--- config.mk ---
export PLATFORM = sky130hd
export DESIGN_NAME = three_wire_rtc_serial_master_core
export DESIGN_NICKNAME = d
export VERILOG_FILES = /design/src/hw/rtl/rtcser_pkg.sv /design/src/hw/rtl/three_wire_rtc_serial_master_core.sv /design/src/hw/rtl/rtcser_seq.sv
export SDC_FILE = /design/constraint.sdc
export NUM_CORES = 1
export LEC_CHECK = 0
export ABC_CLOCK_PERIOD_IN_PS = 10300
export BUFFER_PORTS_ARGS = -buffer_cell sky130_fd_sc_hd__buf_2
export CAP_MARGIN = 20
export CORE_UTILIZATION = 50
export DETAILED_ROUTE_END_ITERATION = 16
export GPL_TIMING_DRIVEN = 0
export PLACE_DENSITY = 0.89
export SYNTH_ARGS = -nofsm -noshare
export SYNTH_HDL_FRONTEND = slang
export SYNTH_SLANG_ARGS = --single-unit
--- constraint.sdc ---
create_clock -name clk -period 10.3 [get_ports clk]
set_input_delay 2.06 -clock clk [delete_from_list [all_inputs] [get_ports clk]]
set_output_delay 2.06 -clock clk [all_outputs]
set_load 0.02 [all_outputs]
--- src/hw/rtl/rtcser_pkg.sv ---
// Shared types and constants for the three-wire clock chip serial master.
`timescale 1ns / 1ps
package rtcser_pkg;

	// Action codes carried on the input tuser.
	localparam logic [1:0] ACT_IDLE  = 2'd0;
	localparam logic [1:0] ACT_WRITE = 2'd1;
	localparam logic [1:0] ACT_READ  = 2'd2;

	// Register map.
	localparam logic [2:0] REG_PHASE_TICKS = 3'd0;
	localparam logic [7:0] PHASE_TICKS_RST = 8'd4;

	localparam int BITS_PER_BYTE = 8;

	typedef enum logic [6:0] {
		PH_IDLE  = 7'b0000001,
		PH_SETUP = 7'b0000010,
		PH_TXLO  = 7'b0000100,
		PH_TXHI  = 7'b0001000,
		PH_RXHI  = 7'b0010000,
		PH_RXLO  = 7'b0100000,
		PH_END   = 7'b1000000
	} phase_t;

	// One tick result: pin levels and status after the tick.
	typedef struct packed {
		logic [7:0] read_byte;
		logic       done_res;
		logic       busy_res;
		logic       data_level;
		logic       data_drive;
		logic       serial_clock;
		logic       chip_enable;
	} res_t;

endpackage

--- src/hw/rtl/three_wire_rtc_serial_master_core.sv ---
// Top level: stream ports, phase length register and result register.
`timescale 1ns / 1ps
// Three-wire serial master for a clock chip, driven one tick per input transfer.
// Each slave-side transfer is one tick: tuser carries the action (idle, start
// write, start read), tdata the command byte, write byte and sampled data pin.
// Every accepted tick yields exactly one master-side transfer with the pin
// levels (chip enable, serial clock, data drive and level), busy, a one-tick
// done pulse and the received byte.
// Output: a result appears on m_tvalid the cycle after its tick is accepted.
// Throughput: one tick per cycle unless m_tready stalls; the sequencer state and
// the result register update in the same edge, so a tick can enter every cycle.
// Stall: s_tready follows m_tready while a result is waiting; the result
// register holds until taken, and a new tick is taken in the cycle it drains.
// Reset: the sequencer returns to idle, the result register empties and the
// phase length register returns to 4 ticks per half clock phase.
// APB: phase_ticks at byte address 0; a value of 0 acts as 1.
module three_wire_rtc_serial_master_core (
	input  logic        clk,
	input  logic        arst_n,
	input  logic        s_tvalid,
	output logic        s_tready,
	input  logic [23:0] s_tdata,   // command_byte[7:0], write_byte[15:8], data_pin_in[16]
	input  logic [1:0]  s_tuser,   // action[1:0]
	output logic        m_tvalid,
	input  logic        m_tready,
	output logic [15:0] m_tdata,   // chip_enable[0], serial_clock[1], data_drive[2],
	                               // data_level[3], busy_res[4], done_res[5],
	                               // read_byte[13:6]
	input  logic        psel,
	input  logic        penable,
	input  logic        pwrite,
	input  logic [2:0]  paddr,
	input  logic [31:0] pwdata,
	output logic [31:0] prdata,
	output logic        pready
);
	import rtcser_pkg::*;

	logic        s_xfer;
	logic        m_tvalid_q;
	logic [15:0] m_tdata_q;
	logic [7:0]  phase_ticks_q;
	logic        reg_sel;
	res_t        res;

	assign pready  = 1'b1;
	assign reg_sel = (paddr[2] == REG_PHASE_TICKS[2]);
	assign prdata  = reg_sel ? {24'd0, phase_ticks_q} : 32'd0;

	always_ff @(posedge clk or negedge arst_n) begin
		if (!arst_n) begin
			phase_ticks_q <= PHASE_TICKS_RST;
		end else if (psel && penable && pwrite && pready && reg_sel) begin
			phase_ticks_q <= pwdata[7:0];
		end
	end

	assign s_tready = !m_tvalid_q || m_tready;
	assign s_xfer   = s_tvalid && s_tready;

	rtcser_seq u_seq (
		.clk          (clk),
		.arst_n       (arst_n),
		.step         (s_xfer),
		.action       (s_tuser),
		.command_byte (s_tdata[7:0]),
		.write_byte   (s_tdata[15:8]),
		.data_pin_in  (s_tdata[16]),
		.phase_ticks  (phase_ticks_q),
		.res          (res)
	);

	always_ff @(posedge clk or negedge arst_n) begin
		if (!arst_n) begin
			m_tvalid_q <= 1'b0;
		end else if (s_xfer) begin
			m_tvalid_q <= 1'b1;
		end else if (m_tready) begin
			m_tvalid_q <= 1'b0;
		end
	end

	// payload: load on each accepted tick, hold while stalled
	always_ff @(posedge clk) begin
		if (s_xfer) begin
			m_tdata_q <= {2'b00, res.read_byte, res.done_res, res.busy_res,
			              res.data_level, res.data_drive, res.serial_clock,
			              res.chip_enable};
		end
	end

	assign m_tvalid = m_tvalid_q;
	assign m_tdata  = m_tdata_q;

endmodule

--- src/hw/rtl/rtcser_seq.sv ---
// Bus phase sequencer: advances one tick per transfer and forms the tick result.
`timescale 1ns / 1ps
module rtcser_seq (
	input  logic               clk,
	input  logic               arst_n,
	input  logic               step,
	input  logic [1:0]         action,
	input  logic [7:0]         command_byte,
	input  logic [7:0]         write_byte,
	input  logic               data_pin_in,
	input  logic [7:0]         phase_ticks,
	output rtcser_pkg::res_t   res
);
	import rtcser_pkg::*;

	phase_t      phase_q, phase_n;
	logic [3:0]  bit_count_q, bit_count_n;
	logic        byte_index_q, byte_index_n;
	logic        is_read_q, is_read_n;
	logic [15:0] tx_shift_q, tx_shift_n;
	logic [7:0]  rx_shift_q, rx_shift_n;
	logic [7:0]  tick_count_q, tick_count_n;

	logic [7:0]  len;
	logic [8:0]  tick_inc;
	logic        adv;
	logic        done;
	logic [3:0]  bc_inc;

	assign len      = (phase_ticks == 8'd0) ? 8'd1 : phase_ticks;
	assign tick_inc = {1'b0, tick_count_q} + 9'd1;
	assign adv      = (phase_q != PH_IDLE) && (tick_inc >= {1'b0, len});
	assign bc_inc   = bit_count_q + 4'd1;

	always_comb begin
		phase_n      = phase_q;
		bit_count_n  = bit_count_q;
		byte_index_n = byte_index_q;
		is_read_n    = is_read_q;
		tx_shift_n   = tx_shift_q;
		rx_shift_n   = rx_shift_q;
		tick_count_n = tick_count_q;
		done         = 1'b0;
		if (phase_q == PH_IDLE) begin
			if (action == ACT_WRITE || action == ACT_READ) begin
				is_read_n    = (action == ACT_READ);
				tx_shift_n   = (action == ACT_READ) ? {8'd0, command_byte}
				                                    : {write_byte, command_byte};
				bit_count_n  = 4'd0;
				byte_index_n = 1'b0;
				tick_count_n = 8'd0;
				phase_n      = PH_SETUP;
			end
		end else if (!adv) begin
			tick_count_n = tick_inc[7:0];
		end else begin
			tick_count_n = 8'd0;
			unique case (phase_q)
				PH_SETUP: phase_n = PH_TXLO;
				PH_TXLO:  phase_n = PH_TXHI;
				PH_TXHI: begin
					tx_shift_n = {1'b0, tx_shift_q[15:1]};
					if (bc_inc < 4'(BITS_PER_BYTE)) begin
						bit_count_n = bc_inc;
						phase_n     = PH_TXLO;
					end else begin
						bit_count_n = 4'd0;
						if (!byte_index_q) begin
							byte_index_n = 1'b1;
							phase_n      = is_read_q ? PH_RXHI : PH_TXLO;
						end else begin
							phase_n = PH_END;
						end
					end
				end
				PH_RXHI:  phase_n = PH_RXLO;
				PH_RXLO: begin
					// sample at the end of the low half, fill from the top
					rx_shift_n = {data_pin_in, rx_shift_q[7:1]};
					if (bc_inc < 4'(BITS_PER_BYTE)) begin
						bit_count_n = bc_inc;
						phase_n     = PH_RXHI;
					end else begin
						bit_count_n = 4'd0;
						phase_n     = PH_END;
					end
				end
				PH_END: begin
					phase_n = PH_IDLE;
					done    = 1'b1;
				end
				default:  phase_n = PH_IDLE;
			endcase
		end
	end

	always_comb begin
		res              = '0;
		res.busy_res     = (phase_n != PH_IDLE);
		res.done_res     = done;
		res.read_byte    = rx_shift_n;
		unique case (phase_n)
			PH_SETUP: res.chip_enable = 1'b1;
			PH_TXLO: begin
				res.chip_enable = 1'b1;
				res.data_drive  = 1'b1;
				res.data_level  = tx_shift_n[0];
			end
			PH_TXHI: begin
				res.chip_enable  = 1'b1;
				res.serial_clock = 1'b1;
				res.data_drive   = 1'b1;
				res.data_level   = tx_shift_n[0];
			end
			PH_RXHI: begin
				res.chip_enable  = 1'b1;
				res.serial_clock = 1'b1;
			end
			PH_RXLO:  res.chip_enable = 1'b1;
			default:  res.chip_enable = 1'b0;
		endcase
	end

	always_ff @(posedge clk or negedge arst_n) begin
		if (!arst_n) begin
			phase_q      <= PH_IDLE;
			bit_count_q  <= 4'd0;
			byte_index_q <= 1'b0;
			is_read_q    <= 1'b0;
			tx_shift_q   <= 16'd0;
			rx_shift_q   <= 8'd0;
			tick_count_q <= 8'd0;
		end else if (step) begin
			phase_q      <= phase_n;
			bit_count_q  <= bit_count_n;
			byte_index_q <= byte_index_n;
			is_read_q    <= is_read_n;
			tx_shift_q   <= tx_shift_n;
			rx_shift_q   <= rx_shift_n;
			tick_count_q <= tick_count_n;
		end
	end

	a_done_ends_busy: assert property (@(posedge clk) disable iff (!arst_n)
		res.done_res |-> !res.busy_res)
		else $error("done raised while still busy");

	a_idle_count_clear: assert property (@(posedge clk) disable iff (!arst_n)
		(phase_q == PH_IDLE) |-> (bit_count_q == 4'd0))
		else $error("bit count left nonzero in idle");

	a_count_range: assert property (@(posedge clk) disable iff (!arst_n)
		bit_count_q < 4'(BITS_PER_BYTE))
		else $error("bit count out of range");

	a_read_no_second_tx: assert property (@(posedge clk) disable iff (!arst_n)
		(is_read_q && byte_index_q) |-> !(phase_q == PH_TXLO || phase_q == PH_TXHI))
		else $error("read transaction shifting out a second byte");

	a_done_from_end: assert property (@(posedge clk) disable iff (!arst_n)
		(step && res.done_res) |=> (phase_q == PH_IDLE && $past(phase_q) == PH_END))
		else $error("done pulse outside end phase");

endmodule

==> flow_summary.yaml, run 1 <==
run_status:
  status: "finished clean"
power_and_ir_drop:
  ir_drop_uv: 123
  switching_share_pct: 35.7
  clkPwrFrac_pct: 28.7
  pwr-share-seq_pct: 36.7
  power_density_mw_per_mm2: 224
  internal_power_uw: 657
  p_comb_share_pct: 34.6
  p_leak_uw: 0.00223
  switching_power_uw: 365
synthesis:
  synth_top_cell_by_area: "dfrtp_1"
  postSynthAreaPerCell_um2: 10.3
  ys_ff_latch: 67
  synth_seq_area_share_pct: 46.5
  synth.top_cell.area_share_pct: 33.9
  synthCells: 365
  synthFlopType: "dfrtp_1"
  ys_async_sr_fraction_pct: 79.1
  yosysUniqueCellTypes: 57
  yosys-top-cells-area: "dfrtp_1 (34%), edfxtp_1 (11%), mux2_2 (8.1%), buf_4 (5.8%), o21ai_0 (4.0%)"
  synth-edff-count: 14
  synthesis.area_mm2: 0.00376
  yosys_warnings: 0
routing:
  drc: 0
  dr.pass1.iters: 4
  wl_per_cell_um: 13.8
  totalWireLength_mm: 7.78
  via_per_inst: 5.29
  dr.first_iter.drc_count: 210
  num_vias: 2981
  antenna_left: 0
setup_path:
  cp_max_fo: 9
  ff2ff_setup_slack_ns: 6.41
  r2r.worst_path.cells: 13
  cp.required_ns: 8.24
  worstSetupStartpointType: "input port"
  cp.buffers_inverters: 2
  setup.worst_path.class: "in2out"
  end_kind: "output port"
  r2r-start: "u_seq.tick_count_q[2]"
  crit_arrival_ns: 2.62
  slowest_delay_ns: 0.30
  r2r_end: "m_tdata[4]"
  cp_cell_sequence: "clkbuf_1 > nor2b_1 > buf_2"
  slowest_stage: "clkbuf_1"
  critPathTopFamily: "buffers and inverters"
cts:
  cts_made_buffers: 9
  htree_levels: 3
  clkTransAtPathRegs_ns: 0.07
  ctsLongestPathBuffers: 2
  tritoncts: "yes"
  cts_setup_buffers: 0
  cts.sinks: 67
  cts_root_buf: "clkbuf_8"
  hold_buffers: 0
  ctsResizeCount: 0
  clock_latency_ns: 0.36
die:
  dieArea_mm2: 0.00788
  io_pins: 119
  die_height_um: 88.8
  initial_core_util_pct: 51.9
  num_rows: 31
  die_width_um: 88.8
  core-area_mm2: 0.00725
sta:
  fmax_mhz: 214
  fin_skew_ns: 0.0109
  drv_slew: 0
  worstMarginPinSlew_ns: 0.756
  setup_tns_ns: 0
  hold_viol_final: 0
  setup_viol: 0
  slew_headroom_pct: 49.6
  post-route-min-period_ns: 4.68
  rsz0062_at_grt: "false"
  timing.final.crit_share_pct: 45.4
cells_and_area:
  final_cell_mix: "buf_2 (63), dfrtp_1 (51), nand2_1 (38)"
  multi_input_area_mm2: 0.00177
  nNetsFinal: 538
  drive_gt1_share_pct: 33.0
  final_common_cell: "buf_2"
  seq_area_mm2: 0.00175
  stdcell_count: 563
  antennaDiodeCount: 0
  syn2layout_area_growth_pct: 20.9
  fillerInstances: 593
worst_hold_path:
  hp-class: "reg2reg"
  hold_end: "u_seq.tx_shift_q[8]"
  hold_path_depth: 2
  hold_path_startpoint: "u_seq.tx_shift_q[8]"
grt:
  grtUsageTotal_pct: 22.1
  grt_pass1_vias: 2861
  grt_pass1_wl_mm: 13.2
  gr-total-overflow: 0
  grt_max_degree: 42
  antenna_found_initial: 0
placed_design:
  place.gp.congestion: 0.927
  port_buffers: 57
  dp_hpwl_mm: 5.54
  dpl.cell_count: 547
flow_run:
  maxCapViolations: 0
[cell families after synthesis]
kind of cell               Yosys count  synth area share, %
and+or+nand+nor                    110                 15.6
AOI/OAI and AO/OA                   80                 13.9
DFF                                 67                 46.5
buffers and inverters               56                 8.94
muxes                               30                 9.08
adders and majority gates           11                 3.66
xor gates and xnor gates             9                 2.09
other                                2                0.200
[sequential cells by signal, indices dropped and copies added, names as in the netlist]
signal / cells
m_tdata: 14
m_tvalid: 1
phase_ticks_q: 8
u_seq.bit_count_q: 3
u_seq.byte_index_q: 1
u_seq.is_read_q: 1
u_seq.phase_q: 7
u_seq.rx_shift_q: 8
u_seq.tick_count_q: 8
u_seq.tx_shift_q: 16
[through the flow]
step                      total power [uW]  utilization [%]  instance area [um2]  setup WS (ns)  hold slack, ns
final                                 1020             62.8                 4550           5.62           0.487
after global routing                  1090             62.8                 4550           5.57           0.510
after CTS                             1020             62.8                 4550           5.62           0.490
after detailed placement               725             59.1                 4290           5.62           0.474
after global placement                 708             58.8                 4270           5.64           0.461
after floorplan                        639                -                 3860           5.69           0.450
[layout make-up]
cell class,instances,share of cell area [%]
Inverter,13,1.07
Sequential cell,67,38.4
Clock inverter,6,3.02
Clock buffer,10,2.80
Multi-Input combinational cell,267,38.9
Tap cell,99,2.72
Timing Repair Buffer,58,6.71
Buffer,43,6.32
[power groups by stage]
| stage | clock network [uW] | registers (uW) | logic (uW) |
|---|---|---|---|
| 6_report | 293 | 374 | 354 |
| 5_1_grt | 307 | 381 | 397 |
| 4_1_cts | 295 | 373 | 351 |
| 3_5_place_dp | 0 | 378 | 347 |
| 3_3_place_gp | 0 | 374 | 334 |
| 2_1_floorplan | 0 | 375 | 264 |
[routing by layer]
| layer | part of all wire, % | track usage, % |
|---|---|---|
| met3 | 6.2 | 3.82 |
| met1 | 43 | 27.5 |
| met2 | 49 | 36.9 |
| met4 | 1.8 | 11.6 |
| met5 | 0 | 0 |
[synthesized netlist by cell type (5+ instances only)]
cell type and number:
dfrtp_1 51, nand2_1 38, o21ai_0 30, buf_4 29
mux2_2 27, nor2_1 25, a22oi_1 16, edfxtp_1 14
inv_1 13, ha_1 11, nand3_1 10, a21o_1 6
buf_2 6, xor2_1 6, a21oi_1 5, and3_1 5
clkbuf_1 5
[tightest hold or removal path, delay by kind of cell (launching register included)]
family             cells  cell delay (ns)
AOI/OAI and AO/OA      1             0.06
and+or+nand+nor        1             0.05
DFF                    1             0.34
[worst max path at each step]
stage / startpoint / end / slack, ns / depth (start not counted)
after detailed placement: paddr[2] / prdata[5] / 5.62 / 3
after global placement: paddr[2] / prdata[5] / 5.64 / 3
after global routing: paddr[2] / prdata[7] / 5.57 / 3
after CTS: paddr[2] / prdata[0] / 5.62 / 3
after floorplan: paddr[2] / prdata[0] / 5.69 / 2
final: paddr[2] / prdata[0] / 5.62 / 3
(Power assumes the default switching activity.)
==> run 2: changes to the inputs <==
--- a/config.mk
+++ b/config.mk
@@ -5,13 +5,14 @@
 export SDC_FILE = /design/constraint.sdc
 export NUM_CORES = 1
 export LEC_CHECK = 0
-export ABC_CLOCK_PERIOD_IN_PS = 10300
+export ABC_AREA = 1
+export ABC_CLOCK_PERIOD_IN_PS = 4050
 export BUFFER_PORTS_ARGS = -buffer_cell sky130_fd_sc_hd__buf_2
 export CAP_MARGIN = 20
-export CORE_UTILIZATION = 50
+export CORE_UTILIZATION = 47
 export DETAILED_ROUTE_END_ITERATION = 16
 export GPL_TIMING_DRIVEN = 0
-export PLACE_DENSITY = 0.89
+export PLACE_DENSITY = 0.87
 export SYNTH_ARGS = -nofsm -noshare
 export SYNTH_HDL_FRONTEND = slang
 export SYNTH_SLANG_ARGS = --single-unit
==> constraint.sdc (replaced) <==
create_clock -name clk -period 4.05 [get_ports clk]
set_input_delay 0.81 -clock clk [delete_from_list [all_inputs] [get_ports clk]]
set_output_delay 0.81 -clock clk [all_outputs]
set_load 0.02 [all_outputs]
==> run 2 against run 1 <==
Wire length grew 2.2%. Core utilization shrank 4.5 points. Critical path depth increased by 19. Area after synthesis up 2.8%. Clock power increased by 70%. Worst hold slack better by 0.0054 ns. Total power rose to 2.7 times the previous value. Global-route usage shrank 2.5 points. Clock skew shrank 0.0048 ns. Final cell count rose by 21%. Register-to-register slack lost 5.4 ns.
==> flow_summary.yaml, run 2 <==
die:
  initial_core_util_pct: 49.3
  die_height_um: 92.7
  dieArea_mm2: 0.00860
  core-area_mm2: 0.00785
  num_rows: 32
  die_width_um: 92.7
  io_pins: 119
setup_path:
  end_kind: "flop"
  setup.worst_path.class: "reg2reg"
  r2r_end: "m_tdata[0]"
  cp_max_fo: 10
  r2r.worst_path.cells: 22
  worstSetupStartpointType: "flop"
  crit_arrival_ns: 3.17
  r2r-start: "u_seq.tick_count_q[0]"
  cp.required_ns: 4.14
  ff2ff_setup_slack_ns: 0.98
cells_and_area:
  largest_reg_flops: 16
  fillerInstances: 718
  syn2layout_area_growth_pct: 18.1
  final_common_cell: "nand2_1"
  drive_gt1_share_pct: 25.0
  nNetsFinal: 651
  top_register: "u_seq.tx_shift_q"
  final_cell_mix: "nand2_1 (98), buf_2 (59), inv_1 (58)"
  antennaDiodeCount: 0
sta:
  timing.final.crit_share_pct: 75.9
  drv_slew: 0
  rsz0062_at_grt: "false"
  fin_skew_ns: 0.00614
  setup_viol: 0
  slew_headroom_pct: 30.5
  worstMarginPinSlew_ns: 1.04
  holdWs_ns: 0.492
  fmax_mhz: 325
  setup_tns_ns: 0
  hold_viol_final: 0
  post-route-min-period_ns: 3.07
routing:
  wl_per_cell_um: 11.7
  antenna_left: 0
  totalWireLength_mm: 7.95
  num_vias: 3333
  dr.first_iter.drc_count: 165
  via_per_inst: 4.91
  drc: 0
  dr.pass1.iters: 5
flow_run:
  maxCapViolations: 0
grt:
  antenna_found_initial: 0
  grtUsageTotal_pct: 19.7
  gr-total-overflow: 0
  grt_pass1_wl_mm: 13.4
  grt_max_degree: 28
  grt_pass1_vias: 3079
synthesis:
  synth.top_cell.area_share_pct: 33.0
  postSynthAreaPerCell_um2: 8.10
  yosys-top-cells-area: "dfrtp_1 (33%), edfxtp_1 (11%), nand2_1 (9.5%), buf_4 (5.6%), inv_1 (5.6%)"
  synth_commonest_cells: "nand2_1 (98), inv_1 (58), dfrtp_1 (51)"
  synth_seq_area_share_pct: 45.2
  ys_async_sr_fraction_pct: 79.1
  synth_most_common_cell: "nand2_1"
  synthFlopType: "dfrtp_1"
  yosys_warnings: 0
  yosysUniqueCellTypes: 38
  synthesis.area_mm2: 0.00387
  synth-edff-count: 14
  synthCells: 478
  synth_top_cell_by_area: "dfrtp_1"
  ys_ff_latch: 67
power_and_ir_drop:
  ir_drop_uv: 327
  p_leak_uw: 0.00234
  power_uw: 2730
  power_density_mw_per_mm2: 598
cts:
  hold_buffers: 0
  cts_root_buf: "clkbuf_8"
  cts_made_buffers: 9
  cts_setup_buffers: 0
  ctsResizeCount: 0
  cts.sinks: 67
  tritoncts: "yes"
  clock_latency_ns: 0.34
  clkTransAtPathRegs_ns: 0.07
  htree_levels: 3
  ctsLongestPathBuffers: 2
placed_design:
  dp_hpwl_mm: 5.95
  port_buffers: 57
  place.gp.congestion: 0.839
run_status:
  status: "finished clean"
worst_hold_path:
  hp-class: "in2async"
==> run 2: cell count changes after synthesis, moves of 12 or more <==
cell and delta:
inv_1 +45, o21ai_1 +13, mux2_2 -27, nand3_1 +23, o21ai_0 +12, nand2_1 +60
a22oi_1 -15
==> run 2: power by group <==
| part | internal, uW | leakage (uW) | total, uW | switching [uW] |
|---|---|---|---|---|
| combinational | 399 | 0.00149 | 1150 | 752 |
| sequential | 946 | 0.000761 | 1080 | 139 |
| clock | 255 | 0.0000905 | 497 | 243 |
| total | 1600 | 0.00234 | 2730 | 1130 |
==> run 2: worst max path at each step <==
stage          slack [ns]    endpoint             startpoint  depth (start not counted)
6_report             0.98  m_tdata[0]  u_seq.tick_count_q[0]                         22
5_1_grt              0.60  m_tdata[0]  u_seq.tick_count_q[0]                         22
4_1_cts              0.98  m_tdata[0]  u_seq.tick_count_q[0]                         22
3_5_place_dp          1.0  m_tdata[0]  u_seq.tick_count_q[0]                         22
3_3_place_gp         1.11  m_tdata[0]  u_seq.tick_count_q[0]                         22
2_1_floorplan        1.37  m_tdata[0]  u_seq.tick_count_q[0]                         22
==> run 2: cell families after synthesis <==
group	count (synthesis)	share of synthesized area (%)
flip-flops	67	45.2
other	2	0.194
AND/OR/NAND/NOR	199	23.8
buffers and inverters	110	13.9
XOR/XNOR	4	0.905
adder cells (fa/ha/maj)	11	3.56
AO/OA/AOI/OAI	84	12.2
multiplexers	1	0.259
==> run 2: critical path: stages (launching register included) <==
cell and delay [ns]:
dfrtp_1 0.44, ha_1 0.27, nand3_2 0.12, xor2_1 0.20
inv_1 0.08, ha_1 0.32, nand2_1 0.07, inv_1 0.04
nand2_1 0.06, nand3_1 0.08, nand2_1 0.06, nand2_1 0.06
nand2_1 0.14, nand2_4 0.12, nand2_4 0.09, buf_6 0.13
nand2_1 0.07, nand2_2 0.09, clkinv_1 0.09, nand2_1 0.11
nor2_2 0.05, nand2_1 0.07, nand3_1 0.08
==> run 2: metal layers <==
layer  vias to the layer above  track usage, %  part of all wire (%)
li1                       1674               -                     -
met1                      1530            23.1                    42
met2                       110            34.4                    50
met4                         0            7.95                   2.0
met3                        19            4.68                   6.0
met5                         -               0                     0
==> run 2: layout make-up <==
class | count | area [um2] | share of cell area (%)
Sequential cell | 67 | 1750 | 38.3
Multi-Input combinational cell | 326 | 1680 | 36.7
Timing Repair Buffer | 58 | 305 | 6.68
Buffer | 39 | 273 | 5.97
Inverter | 71 | 267 | 5.83
Clock buffer | 14 | 163 | 3.56
Tap cell | 102 | 128 | 2.79
Clock inverter | 2 | 10.0 | 0.219
==> run 2: per-stage QoR <==
| stage | area, um2 | utilization, % | cells | setup WS, ns |
|---|---|---|---|---|
| global route | 4570 | 58.2 | 679 | 0.604 |
| floorplan | 3960 | - | 503 | 1.37 |
| CTS | 4570 | 58.2 | 679 | 0.978 |
| finish | 4570 | 58.2 | 679 | 0.977 |
| global placement | 4380 | 55.8 | 662 | 1.11 |
| detailed placement | 4400 | 56.0 | 663 | 0.995 |
